## src/rtl/dsrv_pkg.sv

```systemverilog
package dsrv_pkg;

   localparam int NUM_NODES_DEFAULT = 3;
   localparam int NODE_IDX_W        = 3;
   localparam int QUEUE_DEPTH       = 2;

   localparam logic [7:0]  THRESHOLD_RESET = 8'd3;
   localparam logic [31:0] IDENT_RESET     = 32'h4757_3031;

   // service identifiers
   localparam logic [7:0] SID_SESSION = 8'h10;
   localparam logic [7:0] SID_READ    = 8'h22;
   localparam logic [7:0] SID_REPORT  = 8'h19;
   localparam logic [7:0] SID_CLEAR   = 8'h14;

   // positive response codes
   localparam logic [7:0] POS_SESSION = 8'h50;
   localparam logic [7:0] POS_READ    = 8'h62;
   localparam logic [7:0] POS_REPORT  = 8'h59;
   localparam logic [7:0] POS_CLEAR   = 8'h54;

   // negative response
   localparam logic [7:0] NEG_RSP     = 8'h7F;
   localparam logic [7:0] NRC_SERVICE = 8'h11;
   localparam logic [7:0] NRC_SUBFUNC = 8'h12;
   localparam logic [7:0] NRC_LENGTH  = 8'h13;
   localparam logic [7:0] NRC_RANGE   = 8'h31;

   // sub-functions and data ids
   localparam logic [7:0] SESS_DEFAULT = 8'h01;
   localparam logic [7:0] SESS_EXTENDED = 8'h03;
   localparam logic [7:0] SUB_REPORT_ALL  = 8'h0A;
   localparam logic [7:0] SUB_REPORT_MASK = 8'h02;
   localparam logic [7:0] ID_IDENT_HI = 8'hF1;
   localparam logic [7:0] ID_IDENT_LO = 8'h90;
   localparam logic [7:0] ID_NODE_HI  = 8'h04;
   localparam logic [7:0] GROUP_ALL   = 8'hFF;
   localparam logic [7:0] STATUS_AVAIL = 8'hFF;
   localparam logic [7:0] DTC_HIGH    = 8'hC4;
   localparam logic [7:0] DTC_LOW     = 8'h00;

   localparam logic [7:0] ST_FAILED    = 8'h01;
   localparam logic [7:0] ST_CONFIRMED = 8'h08;
   localparam logic [7:0] COUNT_MAX    = 8'hFF;

   localparam logic [0:0] CSR_THRESHOLD = 1'b0;
   localparam logic [0:0] CSR_IDENT     = 1'b1;

   typedef enum logic [1:0] {
      OP_REQUEST   = 2'd0,
      OP_LOST      = 2'd1,
      OP_RECOVERED = 2'd2,
      OP_CLEAR     = 2'd3
   } op_type;

   typedef enum logic [3:0] {
      K_FAIL,
      K_RECOVER,
      K_WIPE,
      K_NEG,
      K_SESSION,
      K_IDENT,
      K_NODE,
      K_REPORT,
      K_CLEAR
   } kind_type;

   typedef struct packed {
      kind_type              kind;
      logic [7:0]            sid;
      logic [7:0]            b1;
      logic [7:0]            b2;
      logic [7:0]            code;
      logic [NODE_IDX_W-1:0] node;
      logic                  masked;
   } cmd_type;

   typedef enum logic [1:0] {
      BK_IDLE,
      BK_HEAD,
      BK_NODES
   } back_state_type;

endpackage

```

## src/rtl/diag_request_server_with_fault_codes.sv

```systemverilog
// Diagnostic responder for NUM_NODES monitored nodes. Each request is either
// a node event (comm lost, recovered, clear all) or a diagnostic request that
// is answered as a stream of response bytes, one per cycle on the rsp channel
// while rsp_ready is high, with rsp_resp_last on the final byte; zero-length
// requests and events give no bytes. Requests are classified on entry and
// held in a two-entry queue; the back end takes one every cycle it is free.
// An event occupies the back end only for its dequeue, a response until its
// last byte is loaded into the output register, and a masked fault report
// also steps over each node the mask filters out ahead of the last node it
// lists. The single-byte output register holds one byte at a time; a report
// over three nodes is the longest answer. csr_ready is always high.
module diag_request_server_with_fault_codes #(
   parameter int NUM_NODES = dsrv_pkg::NUM_NODES_DEFAULT
) (
   input  logic        clock,
   input  logic        reset,
   input  logic        req_valid,
   output logic        req_ready,
   input  logic [1:0]  req_opcode,
   input  logic [1:0]  req_node_index,
   input  logic [15:0] req_req_length,
   input  logic [7:0]  req_req_byte0,
   input  logic [7:0]  req_req_byte1,
   input  logic [7:0]  req_req_byte2,
   input  logic [7:0]  req_req_byte3,
   output logic        rsp_valid,
   input  logic        rsp_ready,
   output logic [7:0]  rsp_resp_byte,
   output logic        rsp_resp_last,
   input  logic        csr_valid,
   output logic        csr_ready,
   input  logic [0:0]  csr_index,
   input  logic [31:0] csr_data
);

   logic [7:0]        threshold_ff;
   logic [31:0]       ident_ff;
   logic              push;
   logic              pop;
   logic              q_full;
   logic              q_valid;
   dsrv_pkg::cmd_type front_cmd;
   dsrv_pkg::cmd_type head_cmd;

   assign csr_ready = 1'b1;

   always_ff @(posedge clock) begin
      if (reset) begin
         threshold_ff <= dsrv_pkg::THRESHOLD_RESET;
         ident_ff     <= dsrv_pkg::IDENT_RESET;
      end else if (csr_valid) begin
         unique case (csr_index)
            dsrv_pkg::CSR_THRESHOLD: threshold_ff <= csr_data[7:0];
            default:                 ident_ff     <= csr_data;
         endcase
      end
   end

   dsrv_front #(
      .NUM_NODES(NUM_NODES)
   ) u_front (
      .req_valid      (req_valid),
      .req_ready      (req_ready),
      .req_opcode     (req_opcode),
      .req_node_index (req_node_index),
      .req_length     (req_req_length),
      .req_byte0      (req_req_byte0),
      .req_byte1      (req_req_byte1),
      .req_byte2      (req_req_byte2),
      .req_byte3      (req_req_byte3),
      .queue_full     (q_full),
      .push           (push),
      .cmd            (front_cmd)
   );

   dsrv_queue #(
      .DEPTH(dsrv_pkg::QUEUE_DEPTH)
   ) u_queue (
      .clock     (clock),
      .reset     (reset),
      .push      (push),
      .push_cmd  (front_cmd),
      .pop       (pop),
      .head_cmd  (head_cmd),
      .not_empty (q_valid),
      .full      (q_full)
   );

   dsrv_back #(
      .NUM_NODES(NUM_NODES)
   ) u_back (
      .clock             (clock),
      .reset             (reset),
      .q_valid           (q_valid),
      .q_cmd             (head_cmd),
      .pop               (pop),
      .confirm_threshold (threshold_ff),
      .ecu_ident         (ident_ff),
      .rsp_valid         (rsp_valid),
      .rsp_ready         (rsp_ready),
      .rsp_resp_byte     (rsp_resp_byte),
      .rsp_resp_last     (rsp_resp_last)
   );

endmodule

```

## src/rtl/dsrv_front.sv

```systemverilog
module dsrv_front #(
   parameter int NUM_NODES = dsrv_pkg::NUM_NODES_DEFAULT
) (
   input  logic              req_valid,
   output logic              req_ready,
   input  logic [1:0]        req_opcode,
   input  logic [1:0]        req_node_index,
   input  logic [15:0]       req_length,
   input  logic [7:0]        req_byte0,
   input  logic [7:0]        req_byte1,
   input  logic [7:0]        req_byte2,
   input  logic [7:0]        req_byte3,
   input  logic              queue_full,
   output logic              push,
   output dsrv_pkg::cmd_type cmd
);

   logic keep;
   logic node_ok;

   assign node_ok   = {2'b00, req_node_index} < 4'(NUM_NODES);
   assign req_ready = !queue_full;
   assign push      = req_valid && !queue_full && keep;

   always_comb begin
      cmd        = '0;
      keep       = 1'b0;
      cmd.sid    = req_byte0;
      cmd.b1     = req_byte1;
      cmd.b2     = req_byte2;
      cmd.node   = {1'b0, req_node_index};
      cmd.kind   = dsrv_pkg::K_NEG;
      cmd.code   = dsrv_pkg::NRC_SERVICE;
      unique case (dsrv_pkg::op_type'(req_opcode))
         dsrv_pkg::OP_LOST: begin
            keep     = node_ok;
            cmd.kind = dsrv_pkg::K_FAIL;
         end
         dsrv_pkg::OP_RECOVERED: begin
            keep     = node_ok;
            cmd.kind = dsrv_pkg::K_RECOVER;
         end
         dsrv_pkg::OP_CLEAR: begin
            keep     = 1'b1;
            cmd.kind = dsrv_pkg::K_WIPE;
         end
         default: begin
            // zero length request gives nothing
            keep = (req_length != 16'd0);
            unique case (req_byte0)
               dsrv_pkg::SID_SESSION: begin
                  if (req_length != 16'd2) begin
                     cmd.code = dsrv_pkg::NRC_LENGTH;
                  end else if (req_byte1 != dsrv_pkg::SESS_DEFAULT &&
                               req_byte1 != dsrv_pkg::SESS_EXTENDED) begin
                     cmd.code = dsrv_pkg::NRC_SUBFUNC;
                  end else begin
                     cmd.kind = dsrv_pkg::K_SESSION;
                  end
               end
               dsrv_pkg::SID_READ: begin
                  if (req_length != 16'd3) begin
                     cmd.code = dsrv_pkg::NRC_LENGTH;
                  end else if (req_byte1 == dsrv_pkg::ID_IDENT_HI &&
                               req_byte2 == dsrv_pkg::ID_IDENT_LO) begin
                     cmd.kind = dsrv_pkg::K_IDENT;
                  end else if (req_byte1 == dsrv_pkg::ID_NODE_HI &&
                               req_byte2 < 8'(NUM_NODES)) begin
                     cmd.kind = dsrv_pkg::K_NODE;
                     cmd.node = req_byte2[dsrv_pkg::NODE_IDX_W-1:0];
                  end else begin
                     cmd.code = dsrv_pkg::NRC_RANGE;
                  end
               end
               dsrv_pkg::SID_REPORT: begin
                  if (req_length != 16'd2 && req_length != 16'd3) begin
                     cmd.code = dsrv_pkg::NRC_LENGTH;
                  end else if (req_byte1 == dsrv_pkg::SUB_REPORT_ALL) begin
                     cmd.kind = dsrv_pkg::K_REPORT;
                  end else if (req_byte1 == dsrv_pkg::SUB_REPORT_MASK) begin
                     cmd.kind   = dsrv_pkg::K_REPORT;
                     cmd.masked = 1'b1;
                  end else begin
                     cmd.code = dsrv_pkg::NRC_SUBFUNC;
                  end
               end
               dsrv_pkg::SID_CLEAR: begin
                  if (req_length != 16'd4) begin
                     cmd.code = dsrv_pkg::NRC_LENGTH;
                  end else if (req_byte1 == dsrv_pkg::GROUP_ALL &&
                               req_byte2 == dsrv_pkg::GROUP_ALL &&
                               req_byte3 == dsrv_pkg::GROUP_ALL) begin
                     cmd.kind = dsrv_pkg::K_CLEAR;
                  end else begin
                     cmd.code = dsrv_pkg::NRC_RANGE;
                  end
               end
               default: begin
                  cmd.code = dsrv_pkg::NRC_SERVICE;
               end
            endcase
         end
      endcase
   end

endmodule

```

## src/rtl/dsrv_queue.sv

```systemverilog
module dsrv_queue #(
   parameter int DEPTH = dsrv_pkg::QUEUE_DEPTH
) (
   input  logic              clock,
   input  logic              reset,
   input  logic              push,
   input  dsrv_pkg::cmd_type push_cmd,
   input  logic              pop,
   output dsrv_pkg::cmd_type head_cmd,
   output logic              not_empty,
   output logic              full
);

   localparam int PTR_W = (DEPTH > 1) ? $clog2(DEPTH) : 1;
   localparam int CNT_W = $clog2(DEPTH + 1);

   dsrv_pkg::cmd_type entry_ff [DEPTH];
   logic [PTR_W-1:0]  wr_ptr_ff, wr_ptr_in;
   logic [PTR_W-1:0]  rd_ptr_ff, rd_ptr_in;
   logic [CNT_W-1:0]  count_ff, count_in;

   assign not_empty = (count_ff != '0);
   assign full      = (count_ff == CNT_W'(DEPTH));
   assign head_cmd  = entry_ff[rd_ptr_ff];

   always_comb begin
      wr_ptr_in = wr_ptr_ff;
      rd_ptr_in = rd_ptr_ff;
      count_in  = count_ff;
      if (push) begin
         wr_ptr_in = (wr_ptr_ff == PTR_W'(DEPTH - 1)) ? '0 : wr_ptr_ff + 1'b1;
      end
      if (pop) begin
         rd_ptr_in = (rd_ptr_ff == PTR_W'(DEPTH - 1)) ? '0 : rd_ptr_ff + 1'b1;
      end
      if (push && !pop) begin
         count_in = count_ff + 1'b1;
      end else if (pop && !push) begin
         count_in = count_ff - 1'b1;
      end
   end

   always_ff @(posedge clock) begin
      if (reset) begin
         wr_ptr_ff <= '0;
         rd_ptr_ff <= '0;
         count_ff  <= '0;
      end else begin
         wr_ptr_ff <= wr_ptr_in;
         rd_ptr_ff <= rd_ptr_in;
         count_ff  <= count_in;
      end
   end

   always_ff @(posedge clock) begin
      if (push) begin
         entry_ff[wr_ptr_ff] <= push_cmd;
      end
   end

endmodule

```

## src/rtl/dsrv_back.sv

```systemverilog
module dsrv_back #(
   parameter int NUM_NODES = dsrv_pkg::NUM_NODES_DEFAULT
) (
   input  logic              clock,
   input  logic              reset,
   input  logic              q_valid,
   input  dsrv_pkg::cmd_type q_cmd,
   output logic              pop,
   input  logic [7:0]        confirm_threshold,
   input  logic [31:0]       ecu_ident,
   output logic              rsp_valid,
   input  logic              rsp_ready,
   output logic [7:0]        rsp_resp_byte,
   output logic              rsp_resp_last
);

   localparam int NODE_W = (NUM_NODES > 1) ? $clog2(NUM_NODES) : 1;

   dsrv_pkg::back_state_type state_ff, state_in;
   dsrv_pkg::cmd_type        cmd_ff, cmd_in;
   logic [2:0]               pos_ff, pos_in;
   logic [NODE_W-1:0]        node_ff, node_in;
   logic [NUM_NODES-1:0]     match_ff, match_in;
   logic [7:0]               status_ff [NUM_NODES];
   logic [7:0]               status_in [NUM_NODES];
   logic [7:0]               count_ff  [NUM_NODES];
   logic [7:0]               count_in  [NUM_NODES];
   logic                     rsp_valid_ff;
   logic [7:0]               rsp_byte_ff;
   logic                     rsp_last_ff;

   logic              out_free;
   logic              out_load;
   logic [7:0]        byte_v;
   logic              last_v;
   logic              more;
   logic [NODE_W-1:0] hn;
   logic [7:0]        cnt_next;
   logic [7:0]        cur_status;

   assign out_free      = !rsp_valid_ff || rsp_ready;
   assign rsp_valid     = rsp_valid_ff;
   assign rsp_resp_byte = rsp_byte_ff;
   assign rsp_resp_last = rsp_last_ff;
   assign hn            = q_cmd.node[NODE_W-1:0];
   assign cnt_next      = (count_ff[hn] == dsrv_pkg::COUNT_MAX) ? count_ff[hn]
                                                                : count_ff[hn] + 8'd1;
   assign cur_status    = status_ff[node_ff];

   // any listed node after the cursor
   always_comb begin
      more = 1'b0;
      for (int i = 0; i < NUM_NODES; i++) begin
         if (i > int'(node_ff) && match_ff[i]) begin
            more = 1'b1;
         end
      end
   end

   always_comb begin
      state_in  = state_ff;
      cmd_in    = cmd_ff;
      pos_in    = pos_ff;
      node_in   = node_ff;
      match_in  = match_ff;
      status_in = status_ff;
      count_in  = count_ff;
      pop       = 1'b0;
      out_load  = 1'b0;
      byte_v    = 8'h00;
      last_v    = 1'b0;
      unique case (state_ff)
         dsrv_pkg::BK_IDLE: begin
            if (q_valid) begin
               pop    = 1'b1;
               cmd_in = q_cmd;
               pos_in = '0;
               unique case (q_cmd.kind)
                  dsrv_pkg::K_FAIL: begin
                     count_in[hn]  = cnt_next;
                     status_in[hn] = status_ff[hn] | dsrv_pkg::ST_FAILED |
                                     ((cnt_next >= confirm_threshold) ?
                                      dsrv_pkg::ST_CONFIRMED : 8'h00);
                  end
                  dsrv_pkg::K_RECOVER: begin
                     status_in[hn] = status_ff[hn] & ~dsrv_pkg::ST_FAILED;
                     count_in[hn]  = 8'h00;
                  end
                  dsrv_pkg::K_WIPE: begin
                     for (int i = 0; i < NUM_NODES; i++) begin
                        status_in[i] = 8'h00;
                        count_in[i]  = 8'h00;
                     end
                  end
                  dsrv_pkg::K_CLEAR: begin
                     for (int i = 0; i < NUM_NODES; i++) begin
                        status_in[i] = 8'h00;
                        count_in[i]  = 8'h00;
                     end
                     state_in = dsrv_pkg::BK_HEAD;
                  end
                  dsrv_pkg::K_REPORT: begin
                     // status is frozen while the report streams out
                     for (int i = 0; i < NUM_NODES; i++) begin
                        match_in[i] = !q_cmd.masked || ((status_ff[i] & q_cmd.b2) != 8'h00);
                     end
                     state_in = dsrv_pkg::BK_HEAD;
                  end
                  default: begin
                     state_in = dsrv_pkg::BK_HEAD;
                  end
               endcase
            end
         end
         dsrv_pkg::BK_HEAD: begin
            unique case (cmd_ff.kind)
               dsrv_pkg::K_SESSION: begin
                  byte_v = (pos_ff == 3'd0) ? dsrv_pkg::POS_SESSION : cmd_ff.b1;
                  last_v = (pos_ff == 3'd1);
               end
               dsrv_pkg::K_IDENT: begin
                  unique case (pos_ff)
                     3'd0:    byte_v = dsrv_pkg::POS_READ;
                     3'd1:    byte_v = cmd_ff.b1;
                     3'd2:    byte_v = cmd_ff.b2;
                     3'd3:    byte_v = ecu_ident[31:24];
                     3'd4:    byte_v = ecu_ident[23:16];
                     3'd5:    byte_v = ecu_ident[15:8];
                     default: byte_v = ecu_ident[7:0];
                  endcase
                  last_v = (pos_ff == 3'd6);
               end
               dsrv_pkg::K_NODE: begin
                  unique case (pos_ff)
                     3'd0:    byte_v = dsrv_pkg::POS_READ;
                     3'd1:    byte_v = cmd_ff.b1;
                     3'd2:    byte_v = cmd_ff.b2;
                     default: byte_v = status_ff[cmd_ff.node[NODE_W-1:0]] &
                                       dsrv_pkg::ST_FAILED;
                  endcase
                  last_v = (pos_ff == 3'd3);
               end
               dsrv_pkg::K_REPORT: begin
                  unique case (pos_ff)
                     3'd0:    byte_v = dsrv_pkg::POS_REPORT;
                     3'd1:    byte_v = cmd_ff.b1;
                     default: byte_v = dsrv_pkg::STATUS_AVAIL;
                  endcase
                  last_v = (pos_ff == 3'd2) && (match_ff == '0);
               end
               dsrv_pkg::K_CLEAR: begin
                  byte_v = dsrv_pkg::POS_CLEAR;
                  last_v = 1'b1;
               end
               default: begin
                  unique case (pos_ff)
                     3'd0:    byte_v = dsrv_pkg::NEG_RSP;
                     3'd1:    byte_v = cmd_ff.sid;
                     default: byte_v = cmd_ff.code;
                  endcase
                  last_v = (pos_ff == 3'd2);
               end
            endcase
            if (out_free) begin
               out_load = 1'b1;
               pos_in   = pos_ff + 3'd1;
               if (last_v) begin
                  state_in = dsrv_pkg::BK_IDLE;
               end else if (cmd_ff.kind == dsrv_pkg::K_REPORT && pos_ff == 3'd2) begin
                  state_in = dsrv_pkg::BK_NODES;
                  node_in  = '0;
                  pos_in   = '0;
               end
            end
         end
         dsrv_pkg::BK_NODES: begin
            unique case (pos_ff[1:0])
               2'd0:    byte_v = dsrv_pkg::DTC_HIGH;
               2'd1:    byte_v = 8'(node_ff);
               2'd2:    byte_v = dsrv_pkg::DTC_LOW;
               default: byte_v = cur_status;
            endcase
            last_v = (pos_ff[1:0] == 2'd3) && !more;
            if (!match_ff[node_ff]) begin
               // node filtered out by the mask, step over it
               node_in = node_ff + 1'b1;
               pos_in  = '0;
            end else if (out_free) begin
               out_load = 1'b1;
               pos_in   = pos_ff + 3'd1;
               if (pos_ff[1:0] == 2'd3) begin
                  pos_in  = '0;
                  node_in = node_ff + 1'b1;
                  if (!more) begin
                     state_in = dsrv_pkg::BK_IDLE;
                  end
               end
            end
         end
         default: begin
            state_in = dsrv_pkg::BK_IDLE;
         end
      endcase
   end

   always_ff @(posedge clock) begin
      if (reset) begin
         state_ff     <= dsrv_pkg::BK_IDLE;
         pos_ff       <= '0;
         node_ff      <= '0;
         rsp_valid_ff <= 1'b0;
         for (int i = 0; i < NUM_NODES; i++) begin
            status_ff[i] <= 8'h00;
            count_ff[i]  <= 8'h00;
         end
      end else begin
         state_ff  <= state_in;
         pos_ff    <= pos_in;
         node_ff   <= node_in;
         status_ff <= status_in;
         count_ff  <= count_in;
         if (out_load) begin
            rsp_valid_ff <= 1'b1;
         end else if (rsp_ready) begin
            rsp_valid_ff <= 1'b0;
         end
      end
   end

   always_ff @(posedge clock) begin
      cmd_ff   <= cmd_in;
      match_ff <= match_in;
      if (out_load) begin
         rsp_byte_ff <= byte_v;
         rsp_last_ff <= last_v;
      end
   end

endmodule

```

## config.mk

```make
export PLATFORM = sky130hd
export DESIGN_NAME = diag_request_server_with_fault_codes
export DESIGN_NICKNAME = d
export VERILOG_FILES = /design/src/rtl/dsrv_pkg.sv /design/src/rtl/diag_request_server_with_fault_codes.sv /design/src/rtl/dsrv_front.sv /design/src/rtl/dsrv_queue.sv /design/src/rtl/dsrv_back.sv
export SDC_FILE = /design/constraint.sdc
export NUM_CORES = 1
export LEC_CHECK = 0
export BUFFER_PORTS_ARGS = -buffer_cell sky130_fd_sc_hd__clkbuf_2
export CAP_MARGIN = 40
export CORE_MARGIN = 2
export CORE_UTILIZATION = 64
export CTS_CLUSTER_DIAMETER = 50
export DETAILED_ROUTE_END_ITERATION = 6
export PLACE_DENSITY = 0.85
export SLEW_MARGIN = 30
export SYNTH_ARGS = -nofsm -noshare
export SYNTH_HDL_FRONTEND = slang
export SYNTH_SLANG_ARGS = --single-unit
```

## constraint.sdc

```tcl
create_clock -name clock -period 8.9 [get_ports clock]
set_input_delay 0.445 -clock clock [delete_from_list [all_inputs] [get_ports clock]]
set_output_delay 0.445 -clock clock [all_outputs]
set_load 0.01 [all_outputs]
```

# Word-level counts from Yosys, hierarchy flattened
# Memories as Yosys holds them, arrays and structs flattened. A register that Yosys moved wholly into a read port is not among the register bits.
# Cells that the tools add are included.
# word_totals
regBits	150
latch_bits	0
mem_bits_rw	80
rom_bits	0
in_bits	90
output_inout_bits	12
elab_cells	267
memories	1
# classes
addsub	7
n_mul	0
div_mod_pow	0
magnitude_cmp	10
eq_ne	54
shifts	0
n_mux	108
bitwise	10
n_reduce_logical	53
# memory_table
name	words	word_bits	rd	rd_clocked_by_memory_dff	wr	line	rtl
u_queue.entry_ff	2	40	1	1	1	dsrv_queue.sv:17	dsrv_pkg::cmd_type entry_ff [DEPTH];
# ops
op	count
24-bit one-hot mux with 3 select lines	2
8-bit two-way mux	14
24-bit bitwise mux	3
8-bit binary-select mux with 2-bit select	4
8-bit equality test (second input constant)	6
8-bit one-hot mux with 2 select lines	3
8-bit one-hot mux with 3 select lines	2
8-bit one-hot mux with 6 select lines	1
8-bit one-hot mux with 5 select lines	1
3-bit two-way mux	13
2-bit two-way mux	19
4-bit two-way mux	8
16-bit by 2-bit inequality test with 1-bit output (second input constant)	2
8-bit one-hot mux with 4 select lines	1
24-bit bitwise AND	1
8-bit bitwise AND	3
8-bit by 5-bit equality test with 1-bit output (second input constant)	3
24-bit NOT	1
8-bit nonzero test	3
1-bit two-way mux	22
4-bit by 3-bit equality test with 1-bit output (second input constant)	5
8-bit demux with 2-bit select	1
1-bit logical AND	16
16-bit by 3-bit inequality test with 1-bit output (second input constant)	1
other kinds (60)	107

# Depth between registers and ports, before layout
# Gate-level depths: netlist of run 1.
# logic_depth
word_depth	11
depth_mapped	19
ltp_nobuf	17

# By module
# From an unflattened synthesis of run 1, not the netlist that was laid out.
# hier_totals
cells_unflattened	1030
area_unflattened_um2	11544.8
# modules_own_cells
module	instances	cells_per_inst	area_each_um2	seq_area_each_um2
dsrv_back	1	596	5835.6	2622.5
dsrv_queue	1	146	3083.0	2502.4
diag_request_server_with_fault_codes	1	165	1796.7	800.8
dsrv_front	1	123	829.5	0.0

# Least setup slack after synthesis of run 1
# No wires, ideal clock.
# synth_timing
kind	reg2reg
start	reg with a tool-made name
end	reg with a tool-made name
arrival_ns	3.441
setup_slack_ns	5.332
stages_incl_launch_ff	20
path_buffers	3
cell_sequence	dfxtp_1 -> buf_6 -> buf_6 -> mux2i_4 -> buf_6 -> mux2i_1 -> o2bb2ai_4 -> ha_1 -> o221a_4 -> nand4_2 -> nor2_2 -> xor2_1 -> ha_1 -> nand2b_1 -> a21o_1 -> a21o_1 -> a21oi_1 -> o21ai_0 -> a22oi_1 -> nor2_1

==> run summary, run 1 <==
========================================================================================
Final Power ...............................................................   0.002954 W
Leading area contributor after synthesis .................................. sky130_fd_sc_hd__edfxtp_1
Pin slew with the least headroom to its limit .............................    0.8847 ns
Mean instance size in the synthesized netlist .............................    10.15 um2
Critical path endpoint category ...........................................     register
Core region area ..........................................................  0.01583 mm2
Root Buffer ............................................................... sky130_fd_sc_hd__clkbuf_16
Peak ir drop on the vdd network ...........................................     261.2 uV
Total clock sinks .........................................................          214
Filler Cell Count .........................................................         1088
Number of clock buffers inserted by TritonCTS .............................           23
DIE HEIGHT ................................................................     131.0 um
Multi-input gate area ..................................................... 0.004581 mm2
Antenna violations before repair ..........................................            0
Total overflow reported by the global router ..............................            0
Top cells by area, synth .................................................. sky130_fd_sc_hd__edfxtp_1 33%, sky130_fd_sc_hd__dfxtp_1 20%, sky130_fd_sc_hd__nand2_1 5.5%, sky130_fd_sc_hd__a21oi_1 3.8%, sky130_fd_sc_hd__mux2_2 3.3%
Via count of the first global-routing pass ................................         7535
Fraction of layout instances using a drive strength above 1 ...............       18.08%
Average wire per standard cell ............................................     19.50 um
Dominant combinational cell family by area after synthesis ................ simple AND/OR/NAND/NOR gates
DRT antenna net count .....................................................            0
Area taken by flip-flops and latches ...................................... 0.005416 mm2
Cell Pwr Density .......................................................... 251.7 mW/mm2
Number of violations reported at the end of detailed-routing iteration 0 ..          967
Startpoint of the worst hold path ......................................... csr_data[26]
Count of standard-cell rows ...............................................           46
Portion of the clock cycle consumed by the worst path in the final layout .       51.34%
Net Switching .............................................................  0.0009349 W
Number of port buffers ....................................................          100
Multiplexer fraction of the synthesized cell area .........................       5.696%
H-tree depth ..............................................................            1
Number of hold violations in the final report .............................            0
Die span in x .............................................................     131.0 um
TritonCTS clock tree ......................................................         done
Synthesized area ..........................................................  0.01032 mm2
Most frequent standard cell in the layout excluding fill and tap cells .... sky130_fd_sc_hd__nand2_1
Overall routed net length .................................................     25990 um
Number of buffers on the longest clock path ...............................            3
Path type of the worst min-delay path .....................................       in2reg
Hold path cells ...........................................................            3
Xor-xnor portion of the synthesized cell area .............................      0.5090%
Worst path required time ..................................................      9.27 ns
Clock group share of total power ..........................................        31.9%
Proportion of total power due to net switching ............................       31.65%
Final setup fails .........................................................            0
Via count normalized by instance count ....................................        6.226
Slowest Stage Delay on Critical Path ......................................      0.59 ns
Max-slew headroom at the worst pin ........................................       41.02%
Total die area ............................................................  0.01716 mm2
Clock slew at the register clock pins of the worst setup and hold paths ...      0.06 ns
Total internal power ......................................................   0.002019 W
Complex-gate fraction of the synthesized area .............................       16.95%
Layout Area Growth over Synthesis .........................................       13.66%
Setup total negative slack ................................................         0 ns
Leading register cell type out of synthesis ............................... sky130_fd_sc_hd__edfxtp_1
Setup slack, reg-to-reg ...................................................      4.33 ns
Layout net count ..........................................................         1217
Cells along the critical path ............................................. mux2i_4 > and2_0 > o2bb2ai_4 > ha_1 > o221a_4 > nand4_2 > nor2_2 > xor2_1 > ha_1 > nand2b_1 > a21o_1 > a21o_1 > a21oi_1 > o21ai_0 > a22oi_1 > nor2_1
Combinational group share of total power ..................................        24.2%
Max-slew violation count ..................................................            0
Global placer's final weighted congestion .................................        1.018
Most frequent cells in the layout ......................................... 151 x sky130_fd_sc_hd__nand2_1, 113 x sky130_fd_sc_hd__edfxtp_1, 100 x sky130_fd_sc_hd__dfxtp_1, 100 x sky130_fd_sc_hd__clkbuf_2, 78 x sky130_fd_sc_hd__a21oi_1
CP startpoint kind ........................................................     register
Post-CTS Repair Setup Buffers .............................................            0
Number of warning messages in the yosys log ...............................            0
Starting density of the core ..............................................       65.23%
Maximum number of pins on one net before global-route repair ..............           74
RSZ-0062 raised after global routing ......................................           no
Number of hold-repair buffers added at the cts stage ......................            0
Crit path max fanout ......................................................           15
Sequential share of the synthesized area ..................................       52.45%
Static leakage ............................................................     4.355 nW
Number of flops mapped to enable cells by yosys ...........................          113
Synth Instances ...........................................................         1017
Fraction of registers with async set/reset ................................           0%
Length in cells of the worst reg-to-reg path ..............................           16
Final Critical Period .....................................................     4.569 ns
Setup Crit Path Kind ......................................................      reg2reg
Number of vias in the routed layout .......................................         8299
Total Routing Usage GR ....................................................       30.32%
Maximum Capacitance Violations ............................................            0
Setup clock skew after layout .............................................   0.01168 ns
Slowest cell on the critical path ......................................... sky130_fd_sc_hd__dfxtp_2
CTS-repair resized insts ..................................................            0
Portion of synthesized cell area occupied by the leading cell type ........       32.86%
Area share of fa/ha/maj cells after synthesis .............................       3.151%
Worst-skew pair later-pin latency .........................................      0.51 ns
First-pass GRT wire length ................................................     40160 um
Fmax achieved .............................................................    218.9 MHz
Diodes inserted ...........................................................            0
Data arrival, critical path ...............................................      4.94 ns
Synth Area in Simple Gates ................................................       17.89%
Outcome ................................................................... finished, final reports clean
FF+latch count, synth .....................................................          214
Post-Syn Nets .............................................................         1133
Number of unique standard cell types used by synthesis ....................           81
I/O pin cnt ...............................................................          102
Dpl hpwl ..................................................................     18630 um
Endpoint, Worst Hold ...................................................... ident_ff[26]
Number of iterations in the first detailed-routing pass ...................            6
Number of remaining DRC errors ............................................            0
Part of the power in registers ............................................        43.9%
========================================================================================
worst max-delay path by stage:
stage	end	from	cells past startpoint
floorplan	register	register	19
global placement	register	register	16
detailed placement	register	register	16
CTS	register	register	16
global route	register	register	16
finish	register	register	16
power by group through the flow:
stage	sequential (W)	clock [W]	combinational [W]
after global routing	0.00131	0.000983	0.000773
final	0.00130	0.000941	0.000715
after global placement	0.00133	0	0.000650
after CTS	0.00130	0.000946	0.000700
after floorplan	0.00127	0	0.000528
after detailed placement	0.00132	0	0.000693
critical path: cells and delay by family (launching register included):
kind                     cells  cell delay [ns]
AO/OA/AOI/OAI                7             1.30
XOR/XNOR                     1             0.33
adder cells (fa/ha/maj)      2             0.56
flip-flops                   1             0.59
multiplexers                 1             0.59
AND/OR/NAND/NOR              5             1.05
area by class of cell:
class / instances / share of cell area, %
inverter: 31 / 0.9916
multi-input combinational: 721 / 39.03
timing repair buffer: 110 / 5.107
sequential: 214 / 46.16
clock inverter: 14 / 1.290
tap: 216 / 2.303
clock buffer: 27 / 5.118
cells by family after synthesis:
kind of cell,count (synthesis)
AO/OA/AOI/OAI,261
XOR/XNOR,6
adder cells (fa/ha/maj),26
buffers and inverters,82
flip-flops,214
multiplexers,52
other,1
AND/OR/NAND/NOR,375
per-layer routing:
layer / GRT usage [%] / part of all wire (%)
met1: 42.71 / 41
met2: 48.06 / 46
met3: 3.787 / 8.0
met4: 12.33 / 4.4
met5: 0 / 0
Yosys cell counts (6+ instances only):
cell type and count:
sky130_fd_sc_hd__nand2_1 151, sky130_fd_sc_hd__edfxtp_1 113, sky130_fd_sc_hd__dfxtp_1 101, sky130_fd_sc_hd__a21oi_1 78, sky130_fd_sc_hd__nor2_1 65, sky130_fd_sc_hd__o21ai_0 51, sky130_fd_sc_hd__clkbuf_1 43, sky130_fd_sc_hd__inv_1 30
sky130_fd_sc_hd__mux2_2 30, sky130_fd_sc_hd__and2_1 27, sky130_fd_sc_hd__ha_1 26, sky130_fd_sc_hd__mux2i_1 18, sky130_fd_sc_hd__nand3_1 17, sky130_fd_sc_hd__nand3b_1 17, sky130_fd_sc_hd__nand2b_1 15, sky130_fd_sc_hd__nor2b_1 15
sky130_fd_sc_hd__a22o_1 14, sky130_fd_sc_hd__a22oi_1 14, sky130_fd_sc_hd__nor3_1 14, sky130_fd_sc_hd__nand4_1 13, sky130_fd_sc_hd__a31oi_1 12, sky130_fd_sc_hd__a221oi_1 9, sky130_fd_sc_hd__a222oi_1 9, sky130_fd_sc_hd__and3_1 8
sky130_fd_sc_hd__a211oi_1 7, sky130_fd_sc_hd__o21ai_1 7, sky130_fd_sc_hd__nor4_1 6, sky130_fd_sc_hd__or3_1 6
per-stage QoR:
step	instance area, um2	std cells	setup WS (ns)	utilization, %	hold WS [ns]
final	11740	1333	4.331	74.14	0.1469
after global routing	11740	1333	4.097	74.14	0.1488
after CTS	11730	1332	4.385	74.12	0.1414
after detailed placement	10980	1291	4.410	69.37	0.4456
after global placement	10920	1288	4.020	68.98	0.4423
after floorplan	10320	1017	5.332	-	0.4168
(Power assumes the default switching activity.)
==> run 2: changes to the inputs <==
- ABC_AREA: default -> 1
- CORE_UTILIZATION: 64 -> 54
- PLACE_DENSITY: 0.85 -> 0.77
- clock period: 8.9 -> 3.7 ns (I/O delays scaled with it)
==> run summary, run 2 <==
========================================================================================
Layout Utilization ........................................................       67.09%   was 74.14%
Fraction of layout instances using a drive strength above 1 ...............       13.64%   was 18.08%
Worst-skew pair later-pin latency .........................................      0.53 ns   was 0.51 ns
Setup clock skew after layout .............................................   0.01292 ns   was 0.01168 ns
Most instantiated library cell after synthesis ............................ sky130_fd_sc_hd__nand2_1   unchanged
Data arrival, critical path ...............................................      3.69 ns   was 4.94 ns
Final setup fails .........................................................            0   unchanged
Static leakage ............................................................     5.253 nW   was 4.355 nW
Synthesized area ..........................................................  0.01047 mm2   was 0.01032 mm2
Core region area ..........................................................  0.01889 mm2   was 0.01583 mm2
Length in cells of the worst reg-to-reg path ..............................           20   was 16
CP startpoint kind ........................................................     register   unchanged
Synth Instances ...........................................................         1275   was 1017
Top cells by area, synth .................................................. sky130_fd_sc_hd__edfxtp_1 32%, sky130_fd_sc_hd__dfxtp_1 19%, sky130_fd_sc_hd__nand2_1 12%, sky130_fd_sc_hd__inv_1 5.2%, sky130_fd_sc_hd__nor2_1 4.4%   was sky130_fd_sc_hd__edfxtp_1 33%, sky130_fd_sc_hd__dfxtp_1 20%, sky130_fd_sc_hd__nand2_1 5.5%, sky130_fd_sc_hd__a21oi_1 3.8%, sky130_fd_sc_hd__mux2_2 3.3%
Number of port buffers ....................................................          100   unchanged
Die span in x .............................................................     143.2 um   was 131.0 um
Path type of the worst min-delay path .....................................       in2reg   unchanged
RSZ-0062 raised after global routing ......................................           no   unchanged
Total clock sinks .........................................................          214   unchanged
Setup Crit Path Kind ......................................................      reg2reg   unchanged
Total overflow reported by the global router ..............................            0   unchanged
Mean instance size in the synthesized netlist .............................    8.211 um2   was 10.15 um2
Number of clock buffers inserted by TritonCTS .............................           27   was 23
Multiplexer fraction of the synthesized cell area .........................     0.09561%   was 5.696%
Most frequent standard cell in the layout excluding fill and tap cells .... sky130_fd_sc_hd__nand2_1   unchanged
Max-slew headroom at the worst pin ........................................       44.27%   was 41.02%
Crit path max fanout ......................................................           11   was 15
Number of buffers on the longest clock path ...............................            3   unchanged
Part of the power in registers ............................................        38.9%   was 43.9%
Cell Pwr Density .......................................................... 635.6 mW/mm2   was 251.7 mW/mm2
Number of unique standard cell types used by synthesis ....................           49   was 81
Dominant combinational cell family by area after synthesis ................ simple AND/OR/NAND/NOR gates   unchanged
Sequential share of the synthesized area ..................................       51.73%   was 52.45%
H-tree depth ..............................................................            1   unchanged
Critical path endpoint category ...........................................     register   unchanged
Net Switching .............................................................   0.002850 W   was 0.0009349 W
I/O pin cnt ...............................................................          102   unchanged
Maximum Capacitance Violations ............................................            0   unchanged
Worst path required time ..................................................      4.07 ns   was 9.27 ns
Root Buffer ............................................................... sky130_fd_sc_hd__clkbuf_16   unchanged
Filler Cell Count .........................................................         1539   was 1088
Clock slew at the register clock pins of the worst setup and hold paths ...      0.06 ns   about the same
Number of remaining DRC errors ............................................            0   unchanged
Combinational group share of total power ..................................        29.4%   was 24.2%
First-pass GRT wire length ................................................     43420 um   was 40160 um
Synth Area in Simple Gates ................................................       24.72%   was 17.89%
Crit-path most repeated cell .............................................. sky130_fd_sc_hd__nand2_1
Area share of fa/ha/maj cells after synthesis .............................       3.107%   was 3.151%
Final Power ...............................................................   0.008056 W   was 0.002954 W
Outcome ................................................................... finished, final reports clean   unchanged
Portion of the clock cycle consumed by the worst path in the final layout .       89.64%   was 51.34%
Starting density of the core ..............................................       55.41%   was 65.23%
Number of flops mapped to enable cells by yosys ...........................          113   unchanged
Cells along the critical path ............................................. inv_1 > nand2_1 > nand2_1 > inv_2 > nand2_1 > nand2_1 > inv_2 > ha_1 > nand2_1 > nor2_4 > nand3_4 > nand3_2 > and2_1 > ha_1 > a21oi_1 > o21ai_0 > a21oi_1 > nand3_1 > nand2_1 > a21oi_1   was mux2i_4 > and2_0 > o2bb2ai_4 > ha_1 > o221a_4 > nand4_2 > nor2_2 > xor2_1 > ha_1 > nand2b_1 > a21o_1 > a21o_1 > a21oi_1 > o21ai_0 > a22oi_1 > nor2_1
Fraction of registers with async set/reset ................................           0%   unchanged
Layout net count ..........................................................         1555   was 1217
Number of hold violations in the final report .............................            0   unchanged
Layout Area Growth over Synthesis .........................................       21.08%   was 13.66%
Maximum number of pins on one net before global-route repair ..............           42   was 74
Total internal power ......................................................   0.005206 W   was 0.002019 W
Peak ir drop on the vdd network ...........................................     381.0 uV   was 261.2 uV
Max-slew violation count ..................................................            0   unchanged
Overall routed net length .................................................     27180 um   was 25990 um
Leading register cell type out of synthesis ............................... sky130_fd_sc_hd__edfxtp_1   unchanged
Number of violations reported at the end of detailed-routing iteration 0 ..          608   was 967
Complex-gate fraction of the synthesized area .............................       13.09%   was 16.95%
Antenna violations before repair ..........................................            0   unchanged
Most frequent cells in the layout ......................................... 335 x sky130_fd_sc_hd__nand2_1, 146 x sky130_fd_sc_hd__inv_1, 121 x sky130_fd_sc_hd__nor2_1, 113 x sky130_fd_sc_hd__edfxtp_1   was 151 x sky130_fd_sc_hd__nand2_1, 113 x sky130_fd_sc_hd__edfxtp_1, 100 x sky130_fd_sc_hd__dfxtp_1, 100 x sky130_fd_sc_hd__clkbuf_2, 78 x sky130_fd_sc_hd__a21oi_1
Total die area ............................................................  0.02052 mm2   was 0.01716 mm2
Setup total negative slack ................................................         0 ns   unchanged
Via count normalized by instance count ....................................        5.383   was 6.226
TritonCTS clock tree ......................................................         done   unchanged
Via count of the first global-routing pass ................................         8799   was 7535
List of most frequent post-synthesis cells ................................ 335 x sky130_fd_sc_hd__nand2_1, 146 x sky130_fd_sc_hd__inv_1, 124 x sky130_fd_sc_hd__nor2_1   was 151 x sky130_fd_sc_hd__nand2_1, 113 x sky130_fd_sc_hd__edfxtp_1, 101 x sky130_fd_sc_hd__dfxtp_1
Cell count along the critical path ........................................           20   was 16
Global placer's final weighted congestion .................................        1.002   was 1.018
Average wire per standard cell ............................................     15.81 um   was 19.50 um
Final Critical Period .....................................................     3.317 ns   was 4.569 ns
Portion of synthesized cell area occupied by the leading cell type ........       32.41%   was 32.86%
Count of standard-cell rows ...............................................           50   was 46
Proportion of total power due to net switching ............................       35.38%   was 31.65%
Setup slack, reg-to-reg ...................................................      0.38 ns   was 4.33 ns
Fmax achieved .............................................................    301.5 MHz   was 218.9 MHz
DRT antenna net count .....................................................            0   unchanged
Slowest Stage Delay on Critical Path ......................................      0.39 ns   was 0.59 ns
Number of iterations in the first detailed-routing pass ...................            6   unchanged
Leading area contributor after synthesis .................................. sky130_fd_sc_hd__edfxtp_1   unchanged
Clock group share of total power ..........................................        31.7%   was 31.9%
Slowest cell on the critical path ......................................... sky130_fd_sc_hd__dfxtp_1   was sky130_fd_sc_hd__dfxtp_2
Diodes inserted ...........................................................            0   unchanged
Pin slew with the least headroom to its limit .............................    0.8272 ns   was 0.8847 ns
DIE HEIGHT ................................................................     143.2 um   was 131.0 um
Post-Syn Nets .............................................................         1391   was 1133
Number of warning messages in the yosys log ...............................            0   unchanged
Top delay family on crit path ............................................. simple AND/OR/NAND/NOR gates   was compound AO/OA/AOI/OAI gates
CP bufs+invs ..............................................................            3   was 0
Total Routing Usage GR ....................................................       26.79%   was 30.32%
FF+latch count, synth .....................................................          214   unchanged
Dpl hpwl ..................................................................     19210 um   was 18630 um
Number of vias in the routed layout .......................................         9253   was 8299
Xor-xnor portion of the synthesized cell area .............................     0.08366%   was 0.5090%
========================================================================================
[run 2: changes by cell type after synthesis, moves of 15 or more]
| cell | delta |
|---|---|
| sky130_fd_sc_hd__and2_1 | -25 |
| sky130_fd_sc_hd__clkbuf_1 | -22 |
| sky130_fd_sc_hd__inv_1 | +116 |
| sky130_fd_sc_hd__mux2_2 | -30 |
| sky130_fd_sc_hd__mux2i_1 | -17 |
| sky130_fd_sc_hd__nand2_1 | +184 |
| sky130_fd_sc_hd__nand2b_1 | -15 |
| sky130_fd_sc_hd__nand3_1 | +49 |
| sky130_fd_sc_hd__nor2_1 | +59 |
| sky130_fd_sc_hd__nor2b_1 | -15 |
| sky130_fd_sc_hd__o21ai_0 | +39 |
[run 2: power by group through the flow]
stage               Combinational (W)  Clock, W  Sequential (W)
detailed placement            0.00226         0         0.00318
finish                        0.00237   0.00255         0.00314
CTS                           0.00232   0.00259         0.00313
floorplan                     0.00167         0         0.00313
global placement              0.00222         0         0.00317
global route                  0.00264   0.00268         0.00317
[run 2: worst min path at each step]
stage	from	end	slack [ns]	cells past startpoint
finish	csr_data[6]	ident_ff[6]	0.01	3
global route	csr_data[6]	ident_ff[6]	0.03	3
CTS	csr_data[6]	ident_ff[6]	0.008	3
detailed placement	csr_data[13]	ident_ff[13]	0.39	3
global placement	csr_data[30]	ident_ff[30]	0.39	3
floorplan	req_req_byte2[0]	u_queue.entry_ff[0][12]	0.28	0
[run 2: logic make-up after synthesis]
group / Yosys count
XOR/XNOR: 1
multiplexers: 1
buffers and inverters: 189
AND/OR/NAND/NOR: 603
adder cells (fa/ha/maj): 26
AO/OA/AOI/OAI: 240
other: 1
flip-flops: 214
[run 2: per-stage QoR]
stage / instances / cell area [um2] / hold WS, ns / setup WS (ns)
finish: 1719 / 12680 / 0.01002 / 0.3834
global route: 1719 / 12680 / 0.03027 / 0.05345
CTS: 1717 / 12660 / 0.007679 / 0.4301
detailed placement: 1611 / 11210 / 0.3889 / 0.4469
global placement: 1610 / 11200 / 0.3894 / 0.5708
floorplan: 1275 / 10470 / 0.2839 / 0.2393
[run 2: routing by layer]
layer,wire length [um],global-route usage (%)
met3,1716,4.561
met2,12570,44.15
met5,0,0
met1,12210,36.28
met4,682,8.514
[run 2: what timing repair did]
item | CTS | global route
gates resized for setup | 0 | 0
hold endpoints to repair | 84 | 0
hold buffers | 57 | 0
buffers inserted | 0 | 0
[run 2: layout make-up]
class                      count  area (um2)  share of cell area (%)
timing repair buffer         167        1151                   9.081
tap                          260       325.3                   2.566
clock buffer                  28       679.4                   5.360
inverter                     157       589.3                   4.649
multi-input combinational    872        4313                   34.02
clock inverter                21       202.7                   1.599
sequential                   214        5415                   42.72
[run 2: tightest hold or removal path, delay by kind of cell]
kind,cells,cell delay (ns)
and+or+nand+nor,1,0.09
buffers and inverters,1,0.12
AOI/OAI and AO/OA,1,0.10
==> run 3: changes to the inputs <==
- CTS_BUF_LIST: default -> sky130_fd_sc_hd__clkbuf_4 sky130_fd_sc_hd__clkbuf_8 sky130_fd_sc_hd__clkbuf_16
- SLEW_MARGIN: 30 -> default
==> run summary, run 3 (synthesis results as in run 2) <==
========================================================================================
Area taken by flip-flops and latches ...................................... 0.005415 mm2   unchanged
Final worst slack .........................................................    0.3978 ns   was 0.3834 ns
Root Buffer ............................................................... sky130_fd_sc_hd__clkbuf_16   unchanged
Pre-CTS worst setup slack .................................................    0.4469 ns   unchanged
Antenna violations before repair ..........................................            0   unchanged
Overall routed net length .................................................     27150 um   was 27180 um
Worst hold margin .........................................................   0.01519 ns   was 0.01002 ns
Average wire per standard cell ............................................     15.81 um   about the same
Filler Cell Count .........................................................         1540   was 1539
Number of buffers on the longest clock path ...............................            3   unchanged
Clock slew at the register clock pins of the worst setup and hold paths ...      0.06 ns   about the same
Count of standard-cell rows ...............................................           50   unchanged
Fraction of layout instances using a drive strength above 1 ...............       13.59%   was 13.64%
Cell Pwr Density .......................................................... 635.4 mW/mm2   was 635.6 mW/mm2
Path type of the worst min-delay path .....................................       in2reg   unchanged
Crit path max fanout ......................................................           11   unchanged
RSZ-0062 raised after global routing ......................................           no   unchanged
Number of clock buffers inserted by TritonCTS .............................           27   unchanged
TritonCTS clock tree ......................................................         done   unchanged
Number of port buffers ....................................................          100   unchanged
Setup slack, reg-to-reg ...................................................      0.40 ns   was 0.38 ns
Setup total negative slack ................................................         0 ns   unchanged
Die span in x .............................................................     143.2 um   unchanged
Worst-skew pair later-pin latency .........................................      0.53 ns   about the same
CP startpoint kind ........................................................     register   unchanged
Number of iterations in the first detailed-routing pass ...................            5   was 6
Final Critical Period .....................................................     3.302 ns   was 3.317 ns
Core region area ..........................................................  0.01889 mm2   unchanged
Total Routing Usage GR ....................................................       26.78%   was 26.79%
Outcome ................................................................... finished, final reports clean   unchanged
First-pass GRT wire length ................................................     43410 um   was 43420 um
H-tree depth ..............................................................            1   unchanged
Met2 track demand over resource in global routing .........................       44.09%   was 44.15%
Slowest cell on the critical path ......................................... sky130_fd_sc_hd__dfxtp_1   unchanged
Setup Crit Path Kind ......................................................      reg2reg   unchanged
Startpoint of the worst hold path .........................................  csr_data[6]   unchanged
Starting density of the core ..............................................       55.41%   unchanged
Static leakage ............................................................     5.247 nW   was 5.253 nW
Data arrival, critical path ...............................................      3.68 ns   was 3.69 ns
Most Crowded Layer GR .....................................................         met2   unchanged
Number of violations reported at the end of detailed-routing iteration 0 ..          625   was 608
Via count of the first global-routing pass ................................         8796   was 8799
Final setup fails .........................................................            0   unchanged
Multi-input gate area ..................................................... 0.004313 mm2   unchanged
Most frequent cells in the layout ......................................... 335 x sky130_fd_sc_hd__nand2_1, 146 x sky130_fd_sc_hd__inv_1, 121 x sky130_fd_sc_hd__nor2_1, 113 x sky130_fd_sc_hd__edfxtp_1, 101 x sky130_fd_sc_hd__dfxtp_1   was 335 x sky130_fd_sc_hd__nand2_1, 146 x sky130_fd_sc_hd__inv_1, 121 x sky130_fd_sc_hd__nor2_1, 113 x sky130_fd_sc_hd__edfxtp_1
I/O pin cnt ...............................................................          102   unchanged
Crit-path most repeated cell .............................................. sky130_fd_sc_hd__nand2_1   unchanged
Fmax achieved .............................................................    302.8 MHz   was 301.5 MHz
Grt met1 use ..............................................................       36.30%   was 36.28%
DRT antenna net count .....................................................            0   unchanged
Number of vias in the routed layout .......................................         9207   was 9253
Max-slew violation count ..................................................            0   unchanged
Most frequent standard cell in the layout excluding fill and tap cells .... sky130_fd_sc_hd__nand2_1   unchanged
Top delay family on crit path ............................................. simple AND/OR/NAND/NOR gates   unchanged
Length in cells of the worst reg-to-reg path ..............................           18   was 20
Slowest Stage Delay on Critical Path ......................................      0.39 ns   about the same
Hold path cells ...........................................................            3   unchanged
Endpoint, Worst Hold ......................................................  ident_ff[6]   unchanged
Setup clock skew after layout .............................................   0.01422 ns   was 0.01292 ns
Maximum number of pins on one net before global-route repair ..............           42   unchanged
Layout Area Growth over Synthesis .........................................       21.00%   was 21.08%
Pin slew with the least headroom to its limit .............................    0.8556 ns   was 0.8272 ns
Peak ir drop on the vdd network ...........................................     380.6 uV   was 381.0 uV
Dpl hpwl ..................................................................     19210 um   unchanged
Cells along the critical path ............................................. inv_1 > nand2_1 > nand2_1 > nor2_1 > nand2_1 > nand2_1 > ha_1 > nand2_1 > nor2_4 > nand3_4 > o21a_1 > ha_1 > a21oi_1 > o21ai_0 > a21oi_1 > nand3_1 > nand2_1 > a21oi_1   was inv_1 > nand2_1 > nand2_1 > inv_2 > nand2_1 > nand2_1 > inv_2 > ha_1 > nand2_1 > nor2_4 > nand3_4 > nand3_2 > and2_1 > ha_1 > a21oi_1 > o21ai_0 > a21oi_1 > nand3_1 > nand2_1 > a21oi_1
Critical path endpoint category ...........................................     register   unchanged
Number of hold violations in the final report .............................            0   unchanged
Maximum Capacitance Violations ............................................            0   unchanged
Total die area ............................................................  0.02052 mm2   unchanged
CP bufs+invs ..............................................................            1   was 3
Diodes inserted ...........................................................            0   unchanged
Total clock sinks .........................................................          214   unchanged
Via count normalized by instance count ....................................        5.362   was 5.383
Worst path required time ..................................................      4.07 ns   about the same
Global placer's final weighted congestion .................................        1.002   unchanged
Met3 demand-to-capacity share in global routing ...........................       4.561%   unchanged
DIE HEIGHT ................................................................     143.2 um   unchanged
Max-slew headroom at the worst pin ........................................       42.75%   was 44.27%
Number of remaining DRC errors ............................................            0   unchanged
CTS-repair resized insts ..................................................            0   unchanged
Layout net count ..........................................................         1553   was 1555
Portion of the clock cycle consumed by the worst path in the final layout .       89.25%   was 89.64%
Total overflow reported by the global router ..............................            0   unchanged
========================================================================================
run 3: worst max-delay path by stage:
stage / endpoint / start / cells after the start / slack (ns)
after global routing: register / register / 19 / 0.05
after floorplan: u_queue.count_ff[1] / u_back.state_ff[0] / 10 / 0.24
after global placement: register / register / 18 / 0.57
after detailed placement: register / register / 20 / 0.45
final: register / register / 18 / 0.40
after CTS: register / register / 20 / 0.43
run 3: layout make-up:
cell class / count / share of cell area, %
flip-flops and latches: 214 / 42.75
inverters: 157 / 4.652
multi-input cells: 872 / 34.05
clock buffers: 28 / 5.393
repair buffers: 165 / 8.989
clock inverters: 21 / 1.600
well taps: 260 / 2.568
run 3: layer usage:
layer  vias to the layer above  routed length, um
li1                       4595                  -
met1                      4226              12120
met2                       338              12630
met3                        48               1755
met4                         0                644
met5                         -                  0
run 3: where the power goes:
group          switching [W]  internal (W)
registers           0.000163       0.00297
logic                0.00168      0.000679
clock network        0.00100       0.00156
total                0.00284       0.00521
run 3: what timing repair did:
action,4_1_cts,5_1_grt
endpoints found under the hold margin,84,0
hold buffers,57,0
setup buffers,0,0
run 3: through the flow:
step                      power [W]  cells  util (%)  instance area, um2
final                      0.008049   1717     67.05               12670
after global routing       0.008499   1717     67.05               12670
after CTS                  0.008050   1717     67.05               12670
after detailed placement   0.005444   1611     59.34               11210
after global placement     0.005394   1610     59.26               11200
after floorplan            0.004807   1275         -               10470
run 3: worst min-delay path, delay by kind of cell:
kind	cells	cell delay, ns
compound gates	1	0.11
buf+inv	1	0.12
simple gates	1	0.09
